===== config.mk =====
export PLATFORM = sky130hd
export DESIGN_NAME = tdi_ram
export DESIGN_NICKNAME = d
export VERILOG_FILES = /design/src/rtl/trigram_document_index_macros.svh /design/src/rtl/tdi_ram.sv
export SDC_FILE = /design/constraint.sdc
export NUM_CORES = 1
export LEC_CHECK = 0
export BUFFER_PORTS_ARGS = -buffer_cell sky130_fd_sc_hd__buf_2
export CORE_MARGIN = 3
export CORE_UTILIZATION = 58
export DETAILED_ROUTE_END_ITERATION = 8
export PLACE_DENSITY = 0.76
export SLEW_MARGIN = 20
export SYNTH_ARGS = -nofsm -noshare
export SYNTH_HDL_FRONTEND = slang
export SYNTH_SLANG_ARGS = --single-unit

===== constraint.sdc =====
create_clock -name clk_i -period 3.9 [get_ports clk_i]
set_input_delay 0.78 -clock clk_i [delete_from_list [all_inputs] [get_ports clk_i]]
set_output_delay 0.78 -clock clk_i [all_outputs]
set_load 0.03 [all_outputs]

===== src/rtl/trigram_document_index_macros.svh =====
// Assertion macros for the trigram document index.
// Uses the clk_i and rst_ni names of the including module.
`ifndef TRIGRAM_DOCUMENT_INDEX_MACROS_SVH
`define TRIGRAM_DOCUMENT_INDEX_MACROS_SVH

// Checked after reset is released.
`define TDI_ASSERT(lbl, prop, msg) \
  lbl: assert property (@(posedge clk_i) disable iff (!rst_ni) prop) else $error(msg);

// Checked on every edge, also while reset is asserted.
`define TDI_ASSERT_ALWAYS(lbl, prop, msg) \
  lbl: assert property (@(posedge clk_i) prop) else $error(msg);

`endif


===== src/rtl/tdi_ram.sv =====
// Generic single-write, single-read RAM with registered read data.
// No dependencies.
`timescale 1ns / 1ps
`default_nettype none

module tdi_ram #(
  parameter int unsigned WIDTH = 8,
  parameter int unsigned DEPTH = 16
) (
  input  logic                     clk_i,
  input  logic                     we_i,
  input  logic [$clog2(DEPTH)-1:0] waddr_i,
  input  logic [WIDTH-1:0]         wdata_i,
  input  logic [$clog2(DEPTH)-1:0] raddr_i,
  output logic [WIDTH-1:0]         rdata_o
);

  logic [WIDTH-1:0] mem_q [DEPTH];

  always_ff @(posedge clk_i) begin
    if (we_i) begin
      mem_q[waddr_i] <= wdata_i;
    end
    rdata_o <= mem_q[raddr_i];
  end

endmodule

`default_nettype wire


Word level (Yosys, flattened, before mapping). Memories as Yosys holds them, arrays and structs flattened. A register that Yosys moved wholly into a read port is not among the register bits. Index checks and enable logic that the tools add are counted.

Memory bits (writable): 128. Bits of input ports: 18. Flip-flop bits (word level): 0. Output and inout bits: 8. Word-level logic and storage cells: 3. Memories kept: 1.

Mux-type cells: 2.

Memories: mem_q (depth 16, width 8, rd ports 1, clocked after memory_dff 1, write ports 1, RTL line tdi_ram.sv:18) `logic [WIDTH-1:0] mem_q [DEPTH];`.

Operator list (number): 2-to-1 mux 1 bit (2).

Longest topological paths before layout. Gate-level depths: netlist of run 1.

Word-level depth: 2. Gate-level depth with buffers: 5. Mapped depth without buffers: 3.

Worst setup path before layout of run 1. Ideal clock, no wire load.

Kind: in2reg. Start: input waddr_i[2]. End: memory mem_q[0][0] (enable). Required time: 3.517 ns. Arrival: 1.890 ns. Setup time: 0.383 ns. Stages: 2. Path buffers: 0. Path slack: 1.627 ns. Cell sequence: or3b_2 -> nor3_1.

RTL lines: from (decl) (RTL line tdi_ram.sv:12) `input logic [$clog2(DEPTH)-1:0] waddr_i,`; to (decl) (RTL line tdi_ram.sv:18).

No word-level cell before the write port.

==> metrics, run 1 <==
number of violations of the max-capacitance limit 0; portion of synthesized cell area occupied by the leading cell type 74.67%; worst setup path category input port to flop; count of final max-slew check failures 0; maximum fanout along the worst path 32; number of distinct library cells after synthesis 19; CTS H-tree depth 4; buffer levels on the longest clock path 2; total clock buffers created by CTS 17; top area cells in the synthesized netlist sky130_fd_sc_hd__edfxtp_1 (75%), sky130_fd_sc_hd__mux4_2 (7.9%), sky130_fd_sc_hd__mux4_1 (7.1%); count of buffers inserted at the top-level ports 25; endpoint kind of the worst setup timing path flop; Max VDD drop 0.0003552 V; required time of the critical path 4290 ps; sequential cell area fraction in the yosys report 77.78%; # hold bufs at CTS 0; count of filler cells inserted in the layout 521; net count reported at finish 286; clock slew at the register clock pins of the worst setup and hold paths 60 ps; area of the placeable core 8423 um2; overall fraction of global-route tracks in use 20.93%; fraction of layout instances using a drive strength above 1 27.86%; final weighted congestion in routability-driven placement 0.7119; met3 track demand over resource in global routing 5.629%; synthesized area per cell 22.48 um2; result of the run completed; final period utilization 51.25%; post-synthesis instance total 229; maximum number of pins on one net before global-route repair 33; maximum achievable frequency 500.3 MHz; first-pass GRT wire length 14760 um; Post-Route Hold Slack 643.4 ps; largest clock skew in the final design 7.056 ps; met1 track utilization from global routing 28.23%; routed vias/inst 6.171; count of state elements after synthesis 136; die area 10040 um2; number of global-route vias before repair 2508; cell accounting for the most synthesized area sky130_fd_sc_hd__edfxtp_1; post-CTS repair timing setup buffer count 0; IO Count 26; clk_lat worst skew 510 ps; post-synthesis instance area 5147 um2; count of final setup violators 0; final critical path time including I/O delays and setup 1999 ps; tightest slew margin relative to the limit 34.63%; YS warnings 0; die boundary height 100.2 um; routed via count 2376; drt initial violations 181; residual overflow from global routing 0; Post-route DRC 0; Static Leakage 1.994 nW; clock tree from TritonCTS built; placement row count 33; unrepaired setup endpoints after global routing no; met2 layer usage reported by global route 33.44%; Num Clock Sinks 136; net count after synthesis 247; WL/cell 24.79 um; root buffer cell sky130_fd_sc_hd__clkbuf_8; Arr. time, crit path 2380 ps; HPWL after detailed placement 5642 um; slew at the pin closest to its max-slew limit 977.0 ps; initial core utilization 61.11%; final hold violation count 0; total iterations of the first detailed-routing run 5; Die Wd 100.2 um; routed wire length 9543 um; ratio of total power to cell area 564.1 nW/um2; DRT antenna net count 0; post-route setup TNS 0 ps; worst hold path class input port to flop; startpoint kind of the worst setup timing path input port; number of antenna violations at the first check in global routing 0; layout overhead on the synthesized area 15.36%; global route hottest layer met2; antenna diode count 0; post-cts resize count 0
==> worst paths after layout <==
path | end | slack [ps] | depth (start not counted) | startpoint
worst max-delay path | rdata_o[2]$_DFF_P_ | 1900 | 5 | raddr_i[0]
worst min-delay path | mem_q[0][3]$_DFFE_PP_ | 640 | 1 | wdata_i[3]
worst max register to register | rdata_o[2]$_DFF_P_ | 2500 | 3 | mem_q[1][2]$_DFFE_PP_
worst min register to register | rdata_o[1]$_DFF_P_ | 670 | 3 | mem_q[15][1]$_DFFE_PP_
==> power by group <==
| group | internal [mW] | leakage [nW] | switching, mW | total (mW) |
|---|---|---|---|---|
| clock | 0.984 | 0.274 | 0.562 | 1.55 |
| sequential | 1.63 | 1.22 | 0.00987 | 1.64 |
| combinational | 0.0596 | 0.496 | 0.100 | 0.160 |
| total | 2.68 | 1.99 | 0.672 | 3.35 |
==> area by class of cell <==
| type | count | area [um2] | area share (%) |
|---|---|---|---|
| multi-input cells | 83 | 1057 | 17.80 |
| clock buffers | 19 | 431.7 | 7.269 |
| clock inverters | 12 | 151.4 | 2.550 |
| flip-flops and latches | 136 | 4004 | 67.43 |
| well taps | 105 | 131.4 | 2.212 |
| repair buffers | 30 | 162.7 | 2.739 |
==> Yosys cell counts <==
library cell	n
sky130_fd_sc_hd__buf_4	1
sky130_fd_sc_hd__nor2_1	13
sky130_fd_sc_hd__nor2b_1	1
sky130_fd_sc_hd__nand3_1	1
sky130_fd_sc_hd__and2_1	1
sky130_fd_sc_hd__nand3b_1	2
sky130_fd_sc_hd__a22oi_1	16
sky130_fd_sc_hd__dfxtp_1	8
sky130_fd_sc_hd__nand2_1	9
sky130_fd_sc_hd__buf_2	3
sky130_fd_sc_hd__buf_6	3
sky130_fd_sc_hd__nor3_1	4
sky130_fd_sc_hd__mux4_1	14
sky130_fd_sc_hd__and2b_1	1
sky130_fd_sc_hd__clkdlybuf4s25_2	3
sky130_fd_sc_hd__edfxtp_1	128
sky130_fd_sc_hd__mux4_2	18
sky130_fd_sc_hd__nand2b_1	2
sky130_fd_sc_hd__or3b_2	1
==> state kept, by name, summed over array words and instances (netlist names) <==
signal	count
rdata_o	8
mem_q	128
==> per-layer routing <==
metal	vias up	share of wire, %
met5	-	0
met4	0	1.3
met3	7	6.4
met2	88	52
met1	1227	40
li1	1054	-
==> cells in the final DEF, fill, tap and decap left out <==
| cell type | count |
|---|---|
| sky130_fd_sc_hd__a22oi_1 | 16 |
| sky130_fd_sc_hd__and2_1 | 1 |
| sky130_fd_sc_hd__and2b_1 | 1 |
| sky130_fd_sc_hd__buf_2 | 25 |
| sky130_fd_sc_hd__buf_4 | 5 |
| sky130_fd_sc_hd__bufinv_16 | 3 |
| sky130_fd_sc_hd__clkbuf_1 | 1 |
| sky130_fd_sc_hd__clkbuf_16 | 16 |
| sky130_fd_sc_hd__clkbuf_8 | 2 |
| sky130_fd_sc_hd__clkinv_1 | 1 |
| sky130_fd_sc_hd__clkinv_2 | 2 |
| sky130_fd_sc_hd__clkinv_4 | 1 |
| sky130_fd_sc_hd__clkinvlp_4 | 4 |
| sky130_fd_sc_hd__dfxtp_1 | 8 |
| sky130_fd_sc_hd__edfxtp_1 | 128 |
| sky130_fd_sc_hd__inv_6 | 1 |
| sky130_fd_sc_hd__mux4_1 | 14 |
| sky130_fd_sc_hd__mux4_2 | 18 |
| sky130_fd_sc_hd__nand2_1 | 9 |
| sky130_fd_sc_hd__nand2b_1 | 2 |
| sky130_fd_sc_hd__nand3_1 | 1 |
| sky130_fd_sc_hd__nand3b_1 | 2 |
| sky130_fd_sc_hd__nor2_1 | 13 |
| sky130_fd_sc_hd__nor2b_1 | 1 |
| sky130_fd_sc_hd__nor3_1 | 4 |
| sky130_fd_sc_hd__or3b_2 | 1 |
==> cell families after synthesis <==
group | synth area share, %
buffers and inverters | 1.677
DFF | 77.78
AOI/OAI and AO/OA | 2.334
muxes | 15.02
and+or+nand+nor | 3.184
==> worst max-delay path: stages <==
cell                      delay, ps
sky130_fd_sc_hd__buf_2           70
sky130_fd_sc_hd__buf_4          470
sky130_fd_sc_hd__mux4_1         640
sky130_fd_sc_hd__a22oi_1        290
sky130_fd_sc_hd__nand2_1        100
==> per-stage QoR <==
stage               area [um2]  utilization (%)  power [mW]  worst slack, ps  instances
finish                    5938            70.50       3.350             1901        385
global route              5938            70.50       3.445             1817        385
CTS                       5938            70.50       3.370             1916        385
detailed placement        5355            63.58       1.834             1401        354
global placement          5355            63.58       1.827             1404        354
floorplan                 5147                -       1.774             1627        229
No activity file was read; power rests on OpenSTA's default activity.
==> run 2, diff against run 1 <==
==> constraint.sdc (replaced) <==
create_clock -name clk_i -period 1.9 [get_ports clk_i]
set_input_delay 0.38 -clock clk_i [delete_from_list [all_inputs] [get_ports clk_i]]
set_output_delay 0.38 -clock clk_i [all_outputs]
set_load 0.03 [all_outputs]
==> run 2 against run 1 <==
Routed wire length is 0.13% higher. Setup slack worse by 1400 ps. Critical path type is now flop to output pin. Combinational power is 120% higher. Total power is 97% higher. Critical endpoint is now rdata_o[6]. Clock skew is 1.3 ps lower. Non-clock buffer count is 19 higher. Core utilization is 1.4 points higher. Sequential cell count stayed put.
==> metrics, run 2 (synthesized netlist as in run 1, its figures left out) <==
net count reported at finish 305; slew at the pin closest to its max-slew limit 383.9 ps; fraction of layout instances using a drive strength above 1 32.33%; maximum achievable frequency 694.5 MHz; buffer levels on the longest clock path 2; HPWL after detailed placement 5880 um; count of buffers inserted at the top-level ports 25; required time of the critical path 1520 ps; die boundary height 100.2 um; Max VDD drop 0.0006464 V; initial core utilization 61.11%; layout overhead on the synthesized area 17.60%; area of the placeable core 8423 um2; Hold EP mem_q[5][0]$_DFFE_PP_; Arr. time, crit path 1060 ps; final weighted congestion in routability-driven placement 0.7689; root buffer cell sky130_fd_sc_hd__clkbuf_8; number of violations of the max-capacitance limit 0; total clock buffers created by CTS 17; placement row count 33; start point of the worst hold path wdata_i[0]; reg-to-reg startpoint mem_q[0][0]$_DFFE_PP_; routed wire length 9555 um; Static Leakage 2.082 nW; Post-route DRC 0; drt initial violations 212; startpoint kind of the worst setup timing path flop; IO Count 26; endpoint kind of the worst setup timing path output pin; maximum fanout along the worst path 1; most common library cell in the layout ignoring fill and taps sky130_fd_sc_hd__edfxtp_1; sum of internal, switching and leakage power 6.593 mW; highest-delay cell along the critical path sky130_fd_sc_hd__dfxtp_1; Biggest register mem_q; die area 10040 um2; Post-Route Hold Slack 251.2 ps; first-pass GRT wire length 14970 um; category of cells accounting for the largest share of critical-path delay flip-flops; buffer and inverter count on the worst path 1; WL/cell 23.53 um; WHS Path Cells 1; post-cts resize count 0; reg-to-reg setup timing slack 490 ps; tightest slew margin relative to the limit 74.41%; final critical path time including I/O delays and setup 1440 ps; total iterations of the first detailed-routing run 5; Num Clock Sinks 136; stage delay of the slowest cell on the critical path 340 ps; ratio of total power to cell area 1089 nW/um2; clk_lat worst skew 510 ps; routed via count 2443; clock tree from TritonCTS built; worst setup path category flop to output pin; r2r worst-path depth 3; r2r endpoint rdata_o[0]$_DFF_P_; DRT antenna net count 0; leading registers by flop count mem_q x128, rdata_o x8; residual overflow from global routing 0; count of final max-slew check failures 0; result of the run completed; commonest cells after routing, fill and taps aside sky130_fd_sc_hd__edfxtp_1 (128), sky130_fd_sc_hd__buf_2 (25), sky130_fd_sc_hd__buf_4 (22); flip-flop count of the largest register, all copies and words added 128; post-route setup TNS 0 ps; clock slew at the register clock pins of the worst setup and hold paths 60 ps; worst setup path start rdata_o[6]$_DFF_P_; ordered cell list for the critical path buf_2; largest clock skew in the final design 5.737 ps; final hold violation count 0; number of global-route vias before repair 2593; final period utilization 75.78%; # hold bufs at CTS 0; maximum number of pins on one net before global-route repair 33; worst hold path class input port to flop; routed vias/inst 6.017; Die Wd 100.2 um; count of final setup violators 0; overall fraction of global-route tracks in use 21.35%; unrepaired setup endpoints after global routing no; number of antenna violations at the first check in global routing 1; CTS H-tree depth 4; post-CTS repair timing setup buffer count 0
[run 2: cell count changes in the layout (fill, tap and decap cells not counted)]
cell,change
sky130_fd_sc_hd__buf_12,+2
sky130_fd_sc_hd__buf_4,+17
sky130_fd_sc_hd__bufinv_16,-2
sky130_fd_sc_hd__clkbuf_8,-1
sky130_fd_sc_hd__clkinv_1,+1
sky130_fd_sc_hd__clkinv_2,+3
sky130_fd_sc_hd__clkinv_4,+1
sky130_fd_sc_hd__diode_2,+1
sky130_fd_sc_hd__inv_6,-1
[run 2: power by group]
group	internal, mW	switching, mW	total, mW	leakage, nW
clock	1.71	1.16	2.87	0.251
combinational	0.139	0.206	0.345	0.607
sequential	3.35	0.0203	3.38	1.22
total	5.20	1.39	6.59	2.08
[run 2: cell type report]
type / count / area, um2
flip-flops and latches: 136 / 4004
repair buffers: 49 / 330.3
clock buffers: 18 / 417.9
fillers: 526 / 2370
well taps: 105 / 131.4
diodes: 1 / 2.502
clock inverters: 14 / 110.1
multi-input cells: 83 / 1057
[run 2: worst max-delay path by stage]
stage / depth (start not counted) / end / slack (ps)
3_5_place_dp: 5 / rdata_o[1]$_DFF_P_ / 120
2_1_floorplan: 2 / mem_q[0][0]$_DFFE_PP_ / 30
3_3_place_gp: 5 / rdata_o[1]$_DFF_P_ / 120
6_report: 1 / rdata_o[6] / 460
4_1_cts: 1 / rdata_o[2] / 430
5_1_grt: 1 / rdata_o[6] / 420
[run 2: through the flow]
| stage | instances | instance area (um2) | worst slack [ps] | util [%] |
|---|---|---|---|---|
| floorplan | 229 | 5147 | 27.13 | - |
| global placement | 373 | 5523 | 121.1 | 65.57 |
| detailed placement | 373 | 5523 | 115.1 | 65.57 |
| CTS | 405 | 6051 | 431.6 | 71.84 |
| global route | 406 | 6053 | 423.3 | 71.87 |
| finish | 406 | 6053 | 460.2 | 71.87 |
[run 2: layer usage]
layer,part of all wire [%],global-route usage [%],up-vias
met5,0,0,-
met4,0.77,6.632,0
met3,7.1,6.115,10
met2,50,33.08,107
met1,42,30.03,1236
li1,-,-,1090
==> run 3, diff against run 2 <==
--- a/config.mk
+++ b/config.mk
@@ -7,9 +7,9 @@
 export LEC_CHECK = 0
 export BUFFER_PORTS_ARGS = -buffer_cell sky130_fd_sc_hd__buf_2
 export CORE_MARGIN = 3
-export CORE_UTILIZATION = 58
+export CORE_UTILIZATION = 54
 export DETAILED_ROUTE_END_ITERATION = 8
-export PLACE_DENSITY = 0.76
+export PLACE_DENSITY = 0.74
 export SLEW_MARGIN = 20
 export SYNTH_ARGS = -nofsm -noshare
 export SYNTH_HDL_FRONTEND = slang
==> constraint.sdc (replaced) <==
create_clock -name clk_i -period 1.29 [get_ports clk_i]
set_input_delay 0.258 -clock clk_i [delete_from_list [all_inputs] [get_ports clk_i]]
set_output_delay 0.258 -clock clk_i [all_outputs]
set_load 0.03 [all_outputs]
==> run 3 against run 2 <==
Die area is 7.0% higher. Critical path depth is 2 higher. Combinational power is 77% higher. Core utilization is 1.4 points lower. Hold slack worse by 140 ps. First-iteration DRC count is 16% higher. Global-route usage is 0.46 points lower. Clock skew is 1.6 ps higher. Non-clock buffer count is 10 higher. Highest routed layer unchanged.
==> metrics, run 3 (synthesized netlist as in run 1, its figures left out) <==
endpoint kind of the worst setup timing path flop; maximum achievable frequency 779.7 MHz; fraction of layout instances using a drive strength above 1 44.84%; CTS H-tree depth 4; # hold bufs at CTS 0; HPWL after detailed placement 6435 um; residual overflow from global routing 0; reg-to-reg setup timing slack 7 ps; required time of the critical path 1700 ps; die area 10740 um2; area of the placeable core 8976 um2; final hold violation count 0; final weighted congestion in routability-driven placement 0.7420; number of violations of the max-capacitance limit 0; Num Clock Sinks 136; number of antenna violations at the first check in global routing 0; maximum fanout along the worst path 1; first-pass GRT wire length 16110 um; count of final setup violators 0; most common library cell in the layout ignoring fill and taps sky130_fd_sc_hd__edfxtp_1; routed via count 2551; commonest cells after routing, fill and taps aside sky130_fd_sc_hd__edfxtp_1 (128), sky130_fd_sc_hd__buf_4 (30), sky130_fd_sc_hd__mux4_2 (29); result of the run completed; unrepaired setup endpoints after global routing yes; Placed Cells incl. Taps 404; DRT antenna net count 0; overall fraction of global-route tracks in use 20.89%; number of global-route vias before repair 2720; worst hold path class input port to flop; Arr. time, crit path 1690 ps; drt initial violations 246; startpoint kind of the worst setup timing path flop; post-CTS repair timing setup buffer count 0; clk_lat worst skew 530 ps; root buffer cell sky130_fd_sc_hd__clkbuf_8; flip-flop count of the largest register, all copies and words added 128; final critical path time including I/O delays and setup 1283 ps; Biggest register mem_q; WL/cell 23.59 um; slew at the pin closest to its max-slew limit 913.7 ps; leading registers by flop count mem_q x128, rdata_o x8; antenna diode count 0; total iterations of the first detailed-routing run 4; Die Wd 103.6 um; largest clock skew in the final design 7.306 ps; layout overhead on the synthesized area 22.87%; final worst-path setup slack 7.472 ps; worst setup path category flop to flop; total clock buffers created by CTS 17; count of buffers inserted at the top-level ports 25; net count reported at finish 315; tightest slew margin relative to the limit 38.96%; IO Count 26; count of final max-slew check failures 0; Static Leakage 2.133 nW; routed vias/inst 5.851; sum of internal, switching and leakage power 10.08 mW; placement row count 34; clock tree from TritonCTS built; final period utilization 99.42%; initial core utilization 57.35%; Post-route DRC 0; post-route setup TNS 0 ps; count of filler cells inserted in the layout 527; minimum setup slack after placement -424.1 ps; Max VDD drop 0.0009935 V; clock slew at the register clock pins of the worst setup and hold paths 60 ps; maximum number of pins on one net before global-route repair 22; buffer levels on the longest clock path 2; ratio of total power to cell area 1594 nW/um2; filler-free cell count of the finished design 436; routed wire length 10280 um; die boundary height 103.6 um
[run 3: changes by cell type in the layout (fill, tap and decap cells not counted), moves of 8 or more]
cell / before / now
sky130_fd_sc_hd__buf_2: 25 / 17
sky130_fd_sc_hd__buf_4: 22 / 30
sky130_fd_sc_hd__a22oi_2: 0 / 9
sky130_fd_sc_hd__mux4_2: 18 / 29
sky130_fd_sc_hd__mux4_1: 14 / 3
sky130_fd_sc_hd__a22oi_1: 16 / 7
[run 3: layer usage]
| metal | GRT usage (%) | vias to the layer above | wire length [um] |
|---|---|---|---|
| li1 | - | 1103 | - |
| met1 | 27.74 | 1325 | 4206 |
| met4 | 7.123 | 0 | 204 |
| met5 | 0 | - | 0 |
| met2 | 33.32 | 99 | 5225 |
| met3 | 6.530 | 24 | 647 |
[run 3: power by group]
group	switching [mW]	internal (mW)	leakage, nW
combinational	0.336	0.274	0.648
sequential	0.0398	4.95	1.22
clock	1.76	2.73	0.261
total	2.13	7.95	2.13
[run 3: path summary, 6_finish.rpt]
kind,to,start,cells after the start
hold / removal,mem_q[6][3]$_DFFE_PP_,wdata_i[3],1
hold reg to reg,rdata_o[3]$_DFF_P_,mem_q[15][3]$_DFFE_PP_,3
setup / recovery,rdata_o[0]$_DFF_P_,mem_q[8][0]$_DFFE_PP_,3
setup reg to reg,rdata_o[0]$_DFF_P_,mem_q[8][0]$_DFFE_PP_,3
[run 3: cell type report]
type | instances | area (um2) | share of cell area [%]
Clock buffer | 19 | 421.7 | 6.667
Clock inverter | 13 | 131.4 | 2.077
Multi-Input combinational cell | 83 | 1097 | 17.35
Sequential cell | 136 | 4010 | 63.40
Tap cell | 126 | 157.7 | 2.493
Timing Repair Buffer | 59 | 506.7 | 8.012
[run 3: critical path, stage by stage (launching register included)]
cell	delay (ps)
sky130_fd_sc_hd__edfxtp_1	380
sky130_fd_sc_hd__mux4_2	490
sky130_fd_sc_hd__a22oi_2	220
sky130_fd_sc_hd__nand2_1	70
[run 3: stage by stage]
| stage | hold slack [ps] | util, % | instance area (um2) |
|---|---|---|---|
| CTS | 95.67 | 70.27 | 6307 |
| finish | 107.7 | 70.46 | 6325 |
| detailed placement | 649.5 | 63.30 | 5682 |
| global route | 115.2 | 70.46 | 6325 |
| floorplan | 356.9 | - | 5176 |
| global placement | 645.2 | 63.30 | 5682 |
[run 3: repair_timing]
action / CTS / global route
pin swaps: 0 / 2
setup endpoints to repair: 11 / 8
hold endpoints to repair: 0 / 0
resized for setup: 22 / 8
